### src/design/assert_macros.svh
// Assertion macros used by the RTL file of the pen digitizer parser.
// Each macro expands to one labeled concurrent assertion on clk.
`ifndef ASSERT_MACROS_SVH
`define ASSERT_MACROS_SVH

// Check on every clock edge outside reset.
`define PDPP_ASSERT(lbl, prop, msg) \
  lbl: assert property (@(posedge clk) disable iff (rst) (prop)) else $error(msg);

// Check on every clock edge, reset included.
`define PDPP_ASSERT_ALWAYS(lbl, prop, msg) \
  lbl: assert property (@(posedge clk) (prop)) else $error(msg);

`endif

### src/design/pdpp_pkg.sv
// Types and constants for the pen digitizer packet parser.
// No dependencies.
package pdpp_pkg;

  localparam logic [3:0] PKT_LAST_IDX     = 4'd8;   // bytes stored before the ninth arrives
  localparam logic [3:0] CFG_REG_ENABLED  = 4'd0;
  localparam logic [3:0] CFG_REG_THRESH   = 4'd1;
  localparam logic [9:0] THRESH_RESET     = 10'd10;

  // Result item, lowest field in the lowest bits.
  typedef struct packed {
    logic        pad;
    logic        eraser_active;
    logic        side_button_b;
    logic        side_button_a;
    logic        touching;
    logic [9:0]  tip_pressure;
    logic [15:0] pos_y;
    logic [15:0] pos_x;
    logic        in_range;
  } pen_report_t;

endpackage

### src/design/pen_digitizer_packet_parser.sv
// Pen digitizer packet parser: assembles 9-byte packets and decodes pen reports.
// Depends on pdpp_pkg and assert_macros.svh.
//
//  channel   | signals                              | item
//  ----------+--------------------------------------+---------------------------
//  s_axis    | s_axis_tvalid/tready/tdata[7:0]      | one received byte
//  m_axis    | m_axis_tvalid/tready/tdata[47:0]     | one pen report per packet
//  cfg       | cfg_valid/ready, cfg_index, cfg_data | one register write
//
// One byte is accepted per cycle while not stalled; each report is registered and
// is valid in the cycle after the ninth byte. The only stall source is the output
// register: s_axis_tready drops only while a report is held and m_axis_tready
// is low. rst (synchronous) clears byte count, tool tracker, enable and the output
// valid; the threshold returns to 10. Stored packet bytes are not cleared.
`include "assert_macros.svh"

module pen_digitizer_packet_parser (
  input  logic        clk,
  input  logic        rst,
  input  logic        s_axis_tvalid,
  output logic        s_axis_tready,
  input  logic [7:0]  s_axis_tdata,   // [7:0] rx_byte
  output logic        m_axis_tvalid,
  input  logic        m_axis_tready,
  // [0] in_range, [16:1] pos_x, [32:17] pos_y, [42:33] tip_pressure,
  // [43] touching, [44] side_button_a, [45] side_button_b, [46] eraser_active,
  // [47] zero
  output pdpp_pkg::pen_report_t m_axis_tdata,
  input  logic        cfg_valid,
  output logic        cfg_ready,
  input  logic [3:0]  cfg_index,
  input  logic [9:0]  cfg_data
);
  import pdpp_pkg::*;

  logic        enabled;
  logic [9:0]  touch_threshold;
  logic [3:0]  byte_count;
  logic [7:0]  packet_bytes [0:7];
  logic        tool_near;
  logic        eraser_latched;

  logic        in_acc;
  logic        byte_take;
  logic        pkt_done;
  logic        tool_near_next;
  logic        eraser_latched_next;
  logic        prox;
  logic [16:0] x_wide;
  logic [16:0] y_wide;
  logic [9:0]  pressure;
  pen_report_t report_next;

  assign cfg_ready     = 1'b1;
  assign s_axis_tready = !m_axis_tvalid || m_axis_tready;
  assign in_acc        = s_axis_tvalid && s_axis_tready;
  // a data byte with no packet open is dropped
  assign byte_take     = in_acc && enabled && (s_axis_tdata[7] || (byte_count != 4'd0));
  assign pkt_done      = byte_take && !s_axis_tdata[7] && (byte_count == PKT_LAST_IDX);

  always_comb begin
    prox   = packet_bytes[0][5];
    x_wide = {packet_bytes[1], 9'd0} | {7'd0, packet_bytes[2], 2'd0}
           | {15'd0, packet_bytes[6][6:5]};
    y_wide = {packet_bytes[3], 9'd0} | {7'd0, packet_bytes[4], 2'd0}
           | {15'd0, packet_bytes[6][4:3]};
    pressure = {packet_bytes[6][2:0], 7'd0} | {2'd0, packet_bytes[5]};

    tool_near_next      = tool_near;
    eraser_latched_next = eraser_latched;
    if (!tool_near && prox) begin
      tool_near_next      = 1'b1;
      eraser_latched_next = packet_bytes[0][2];
    end else if (tool_near && !prox) begin
      tool_near_next      = 1'b0;
      eraser_latched_next = 1'b0;
    end

    report_next.pad           = 1'b0;
    report_next.eraser_active = eraser_latched_next;
    report_next.side_button_b = packet_bytes[0][2] && !eraser_latched_next;
    report_next.side_button_a = packet_bytes[0][1] && !eraser_latched_next;
    report_next.touching      = pressure > touch_threshold;
    report_next.tip_pressure  = pressure;
    report_next.pos_y         = y_wide[15:0];
    report_next.pos_x         = x_wide[15:0];
    report_next.in_range      = prox;
  end

  // Packet byte store: no reset, each entry written before a packet decodes it.
  always_ff @(posedge clk) begin
    if (byte_take && !pkt_done) begin
      if (s_axis_tdata[7]) begin
        packet_bytes[0] <= s_axis_tdata;
      end else begin
        packet_bytes[byte_count[2:0]] <= s_axis_tdata;
      end
    end
  end

  always_ff @(posedge clk) begin
    if (rst) begin
      enabled         <= 1'b0;
      touch_threshold <= THRESH_RESET;
      byte_count      <= 4'd0;
      tool_near       <= 1'b0;
      eraser_latched  <= 1'b0;
      m_axis_tvalid   <= 1'b0;
    end else begin
      if (cfg_valid && cfg_ready) begin
        case (cfg_index)
          CFG_REG_ENABLED: enabled         <= cfg_data[0];
          CFG_REG_THRESH:  touch_threshold <= cfg_data;
          default:         ;
        endcase
      end

      if (byte_take) begin
        if (pkt_done) begin
          byte_count     <= 4'd0;
          tool_near      <= tool_near_next;
          eraser_latched <= eraser_latched_next;
        end else if (s_axis_tdata[7]) begin
          byte_count <= 4'd1;
        end else begin
          byte_count <= byte_count + 4'd1;
        end
      end

      // hold the report until taken; load a new one on packet completion
      if (pkt_done) begin
        m_axis_tvalid <= 1'b1;
      end else if (m_axis_tready) begin
        m_axis_tvalid <= 1'b0;
      end
    end
  end

  always_ff @(posedge clk) begin
    if (pkt_done) begin
      m_axis_tdata <= report_next;
    end
  end

  `PDPP_ASSERT_ALWAYS(a_reset_clears_valid, rst |=> !m_axis_tvalid, "report valid after reset")
  `PDPP_ASSERT(a_count_range, byte_count <= PKT_LAST_IDX, "byte count past packet end")
  `PDPP_ASSERT(a_eraser_needs_tool, eraser_latched |-> tool_near, "eraser set without pen near")
  `PDPP_ASSERT(a_report_source, $rose(m_axis_tvalid) |-> $past(pkt_done), "report without ninth byte")
  `PDPP_ASSERT(a_halt_holds, (!enabled) |=> $stable(byte_count), "byte count moved while halted")

endmodule
### config.mk
export PLATFORM = sky130hd
export DESIGN_NAME = pen_digitizer_packet_parser
export DESIGN_NICKNAME = d
export VERILOG_FILES = /design/src/design/pdpp_pkg.sv /design/src/design/pen_digitizer_packet_parser.sv
export VERILOG_INCLUDE_DIRS = /design/src /design/src/design
export SDC_FILE = /design/constraint.sdc
export NUM_CORES = 1
export LEC_CHECK = 0
export BUFFER_PORTS_ARGS = -buffer_cell sky130_fd_sc_hd__buf_2
export CAP_MARGIN = 25
export CORE_AREA = 2 2 122 124
export DETAILED_ROUTE_END_ITERATION = 6
export DIE_AREA = 0 0 124 126
export PLACE_DENSITY = 0.43
export SKIP_LAST_GASP = 1
export SYNTH_ARGS = -nofsm -noshare
export SYNTH_HDL_FRONTEND = slang
export SYNTH_SLANG_ARGS = --single-unit
### constraint.sdc
create_clock -name clk -period 6.7 [get_ports clk]
set_input_delay 0.67 -clock clk [delete_from_list [all_inputs] [get_ports clk]]
set_output_delay 0.67 -clock clk [all_outputs]
set_load 0.01 [all_outputs]
# Word level (Yosys, flattened, before mapping)
# Memory sizes are Yosys's and may differ from the RTL's.
# Index checks and enable logic that the tools add are counted.
# Widths: inputs -> output; s select.
dict set report totals {
  ramBits 64
  register_bits 65
  out_inout_bits 51
  memories 1
  word_cells 68
  input_bits 27
}
dict set report classes {
  reduce_logical 27
  magnitude_cmp 1
  bitwise 5
  muxes 17
  add_sub_neg 1
  eq_ne 2
}
# name words width rd rd_clocked_by_memory_dff write_ports line
set mem_list {}
lappend mem_list {packet_bytes 8 8 7 0 1 pen_digitizer_packet_parser.sv:39} ;# logic [7:0] packet_bytes [0:7];
# cell count
set ops {}
lappend ops {{$or 16x10->16} 2}
lappend ops {{$or 16x2->16} 2}
lappend ops {{$mux 1} 13}
lappend ops {{$gt 10x10->1} 1}
lappend ops {{$logic_and 1x1->1} 10}
lappend ops {{$or 10x8->10} 1}
lappend ops {{$mux 4} 2}
lappend ops {{$mux 8} 1}
lappend ops {{$reduce_or 8->1} 1}
lappend ops {{$logic_not 1->1} 6}
lappend ops {{$reduce_and 2->1} 3}
lappend ops {{$add 4x1->4 const B} 1}
lappend ops {{$eq 4x1->1 const B} 1}
lappend ops {{$eq 4x4->1 const B} 1}
lappend ops {{$logic_not 4->1} 1}
lappend ops {{$reduce_bool 2->1} 2}
lappend ops {{$reduce_bool 4->1} 1}
lappend ops {{$mux 3} 1}
lappend ops {{$reduce_and 3->1} 1}
lappend ops {{$logic_or 1x1->1} 2}

# Logic depth before layout (Yosys ltp)
dict set report depth {
  depth_word 13
  mapped_depth 6
  depth_no_buf 6
}

# Least setup slack after synthesis
# No wires, ideal clock.
dict set report synth_path {
  kind {input port to flip-flop}
  from {in s_axis_tdata[7]}
  to {reg tool_near}
  stages 4
  setup_ns 0.130
  required_time_ns 6.570
  slack_ns 3.676
  n_path_buf 1
  arrival_time_ns 2.894
  path_cell_list {buf_2 nor4_4 a21o_1 a21oi_1}
}
dict set report synth_via {
  elab_chain_len 5
  elab_cells_between_ends 6
  classes_between {reduce/logical (6)}
}
# element line
set synth_rtl {}
lappend synth_rtl {{from (decl)} pen_digitizer_packet_parser.sv:22} ;# input logic [7:0] s_axis_tdata,
lappend synth_rtl {{$logic_or 1x1->1} pen_digitizer_packet_parser.sv:58} ;# assign byte_take = in_acc && enabled && (s_axis_tdata[7] || (byte_count != 4'd0));
lappend synth_rtl {{$logic_and 1x1->1} pen_digitizer_packet_parser.sv:58}
lappend synth_rtl {{$logic_and 1x1->1 (*) (2 in a row)} pen_digitizer_packet_parser.sv:59} ;# assign pkt_done = byte_take && !s_axis_tdata[7] && (byte_count == PKT_LAST_IDX);
lappend synth_rtl {{net pkt_done} pen_digitizer_packet_parser.sv:45} ;# logic pkt_done;
lappend synth_rtl {{$reduce_and 3->1 (no source line) (*)} n/a}
lappend synth_rtl {{to (signal assigned)} pen_digitizer_packet_parser.sv:121} ;# tool_near <= tool_near_next;
lappend synth_rtl {{to (decl)} pen_digitizer_packet_parser.sv:40} ;# logic tool_near;
# Mark *: on every way through the listed nets, which the timed path passes. The rest lies on a longest branch.
# A chain may end at the register's enable or synchronous reset.

# Worst setup path in the final report
dict set report layout_path {
  from {reg byte_count[0]}
  to {reg tool_near}
}
dict set report layout_via {
  elab_chain_len 6
  elab_cells_between_ends 7
  classes_between {eq/ne (1); reduce/logical (6)}
}
# element line
set layout_rtl {}
lappend layout_rtl {{from (decl)} pen_digitizer_packet_parser.sv:38} ;# logic [3:0] byte_count;
lappend layout_rtl {{from (signal assigned)} pen_digitizer_packet_parser.sv:126} ;# byte_count <= byte_count + 4'd1;
lappend layout_rtl {{$reduce_bool 4->1} pen_digitizer_packet_parser.sv:58}
lappend layout_rtl {{$logic_or 1x1->1} pen_digitizer_packet_parser.sv:58}
lappend layout_rtl {{$logic_and 1x1->1} pen_digitizer_packet_parser.sv:58}
lappend layout_rtl {{$logic_and 1x1->1} pen_digitizer_packet_parser.sv:59}
lappend layout_rtl {{$logic_and 1x1->1 (*)} pen_digitizer_packet_parser.sv:59}
lappend layout_rtl {{net pkt_done} pen_digitizer_packet_parser.sv:45}
lappend layout_rtl {{$reduce_and 3->1 (no source line) (*)} n/a}
# Marked as above.

==> results.yml <==
floorplanning:
  num_io_pins: 78
  fp.dieH_um: 126
  die_w_um: 124
  start_util: 0.286
  fp.dieArea_sq_um: 15600
  core_region_area_sq_um: 14300
  core.rowCount: 44
setup_path:
  worst_path_dominant_cell_family: "buffers and inverters"
  worstSetupEndpointType: "flop"
  crit_path_max_incr_delay_ns: 0.58
  r2r_setup_slack_ns: 4.48
  timing.rr.end: "tool_near"
  worst_case_reg_to_reg_path_depth: 7
  critical_path.max_fanout: 49
  startpoint: "byte_count[0]"
  cp_num_cells: 7
  r2r-start: "byte_count[0]"
  critPathBufInv: 2
  critical_path.cell_chain: "inv_1 > ha_1 > nand3b_1 > nor4_4 > buf_4 > a21o_1 > a21oi_1"
  crit_required_ns: 6.97
  setup.worst_path.class: "flop to flop"
  timing.critical_path.arrival_ns: 2.49
  worst_path_max_delay_cell: "buf_4"
  setup.worst_path.start_class: "flop"
  critical_path_destination: "tool_near"
power_and_ir_drop:
  switching_power_w: 0.000315
  cellInternalPower_w: 0.00131
  irDropWorstVdd_mv: 0.122
  cellLeakagePower_nw: 1.98
  p_comb_frac: 0.014
  power.sequential.fraction: 0.466
  power_density_nw_per_um2: 308
  power_switching_share: 0.194
  pwr-share-clk: 0.520
  finalPower_w: 0.00163
timing:
  period_minus_slack_ns: 2.22
  max_slew_margin: 0.539
  final_max_slew_viol_count: 0
  fmax_mhz: 450
  timing_worst_slew_pin_value_ns: 0.689
  setup-violations-final: 0
  clock-skew-final_ns: 0.00570
  layout_worst_path_cycle_share: 0.332
  finalHoldViolCount: 0
  unrepaired_setup_endpoints_after_global_routing: "no"
  final_tns_setup_ns: 0
cts:
  cts_tree: "done"
  post_cts_setup_driven_buffer_insertion_count: 0
  cts-hold-fix-buffers: 0
  clock_tree.htree_level_count: 4
  clk_pin_slew_ns: 0.05
  clkLatencyLatePin_ns: 0.40
  cts-buffers-inserted: 17
  max_buffers_root_to_sink: 2
  numClockSinks: 113
  post_cts_resize_count: 0
  clock_tree_root_buffer_cell: "clkbuf_16"
outcome:
  outcome: "complete, no violations"
finish:
  postLayoutCellArea_sq_um: 5280
  final_cell_mix: "edfxtp_1, buf_2, nor2_1"
  syn_to_final_growth_pct: 29.0
  n_antenna_cell: 0
  instances_no_fill: 536
  fraction_of_final_layout_cells_sized_beyond_drive_strength_1: 0.341
  layout.cells.most_common: "edfxtp_1"
  nets_finish: 380
placed_design:
  place.gp.congestion: 0.684
  detailed_place_hpwl_um: 5500
  post_dp_cell_area_sq_um: 4690
  port-buffer-count: 75
  dp_cells: 501
hold_path:
  hold_path.class: "flop to flop"
yosys:
  post_synth_inst_count: 245
  ys_warn_count: 0
  synthesis.area_per_instance_sq_um: 16.7
  netlist_area_sq_um: 4090
  yosys.cell_types.count: 40
  synth_fp_nets: 286
  seq_area_frac_synth: 0.785
  postSynthRegisterBits: 113
job:
  drv_cap: 0
drt:
  detail_route.iter0.violations: 95
  routedWlPerCell_um: 14.5
  wirelength_um: 7800
  route.vias.total: 2223
  drtAntennaViolNets: 0
  post-route-drc-count: 0
  via_per_inst: 4.15
  detail_route.first_pass.iterations: 4
global_routing:
  gr-usage-all-layers: 0.108
  global_route_wire_length_before_repair_um: 11900
  globalRouteOverflowTotal: 0
  grt_start_max_net_pins: 50
  grt_pass1_vias: 2245
  antenna_found_initial: 0
[cell usage after synthesis (all sizes together)]
cell    count  area [sq um]
and2        2          12.5
clkbuf      2          7.51
mux2i       9          90.1
nand3       6          30.0
nor2       20          75.1
o21a        3          22.5
nor4        2          27.5
o21ai       6          30.0
a31oi       1          6.26
nor3        4          25.0
or3         1          6.26
buf         3          20.0
a21o        1          7.51
a22oi       1          7.51
o211ai      1          7.51
nor2b       2          15.0
dfxtp      18           360
edfxtp     95          2850
o221ai      1          8.76
or2         4          25.0
nor4b       1          23.8
and4        2          17.5
conb        2          7.51
a21oi       8          40.0
nand2       6          30.0
nand4       1          6.26
nor3b       1          7.51
a211oi      3          22.5
nand2b      3          18.8
ha         14           175
a311o       3          30.0
nand3b      1          7.51
inv        18          67.6
[flip-flops by register name (all words and copies together) (netlist names)]
signal           count
byte_count           4
eraser_latched       1
m_axis_tvalid        1
m_axis_tdata        47
tool_near            1
packet_bytes        48
touch_threshold     10
enabled              1
[cell type report]
| class | instances | area [sq um] |
|---|---|---|
| Multi-Input combinational cell | 109 | 790 |
| Inverter | 18 | 67.6 |
| Clock inverter | 14 | 141 |
| Tap cell | 184 | 230 |
| Sequential cell | 113 | 3210 |
| Timing Repair Buffer | 80 | 408 |
| Fill cell | 1389 | 9030 |
| Clock buffer | 18 | 429 |
[stage by stage]
step	utilization	hold slack [ns]	setup slack, ns
2_1_floorplan	-	0.400	3.68
3_3_place_gp	0.328	0.402	4.17
3_5_place_dp	0.328	0.405	4.08
4_1_cts	0.368	0.415	4.44
5_1_grt	0.369	0.420	4.27
6_report	0.369	0.414	4.48
[worst min path at each step]
stage,slack [ns],endpoint,from,cells after the start
6_report,0.41,m_axis_tdata[22],packet_bytes[4][3],0
5_1_grt,0.42,m_axis_tdata[22],packet_bytes[4][3],0
4_1_cts,0.41,m_axis_tdata[18],packet_bytes[6][4],0
3_5_place_dp,0.40,m_axis_tdata[11],packet_bytes[1][1],0
3_3_place_gp,0.40,m_axis_tdata[13],packet_bytes[1][3],0
2_1_floorplan,0.40,m_axis_tdata[11],packet_bytes[1][1],0
[power groups by stage]
stage	Sequential, W	Clock, W	Combinational (W)
after floorplan	0.000772	0	0.00000950
after global placement	0.000772	0	0.0000237
after detailed placement	0.000772	0	0.0000239
after CTS	0.000758	0.000869	0.0000240
after global routing	0.000758	0.000905	0.0000261
final	0.000758	0.000845	0.0000229
[worst register-to-register path: cells and delay by family (launching register included)]
kind	cells	cell delay, ns
adders and majority gates	1	0.25
buffers and inverters	2	0.72
AOI/OAI and AO/OA	2	0.29
and+or+nand+nor	2	0.45
DFF	1	0.39
[layer usage]
metal | vias up | routed length [um] | track usage
li1 | 1101 | - | -
met1 | 1059 | 3260 | 0.125
met2 | 55 | 3960 | 0.174
met3 | 8 | 466 | 0.0498
met4 | 0 | 108 | 0.0416
met5 | - | 0 | 0
[logic make-up (layout without fill, tap and decap cells)]
group / after synthesis / in the layout / synth area share
and+or+nand+nor: 56 / 56 / 0.0801
AOI/OAI and AO/OA: 28 / 28 / 0.0447
adders and majority gates: 14 / 14 / 0.0428
muxes: 9 / 9 / 0.0220
buffers and inverters: 23 / 130 / 0.0232
DFF: 113 / 113 / 0.785
other: 2 / 2 / 0.00184
Note: power is estimated with default switching activity, not from simulation.
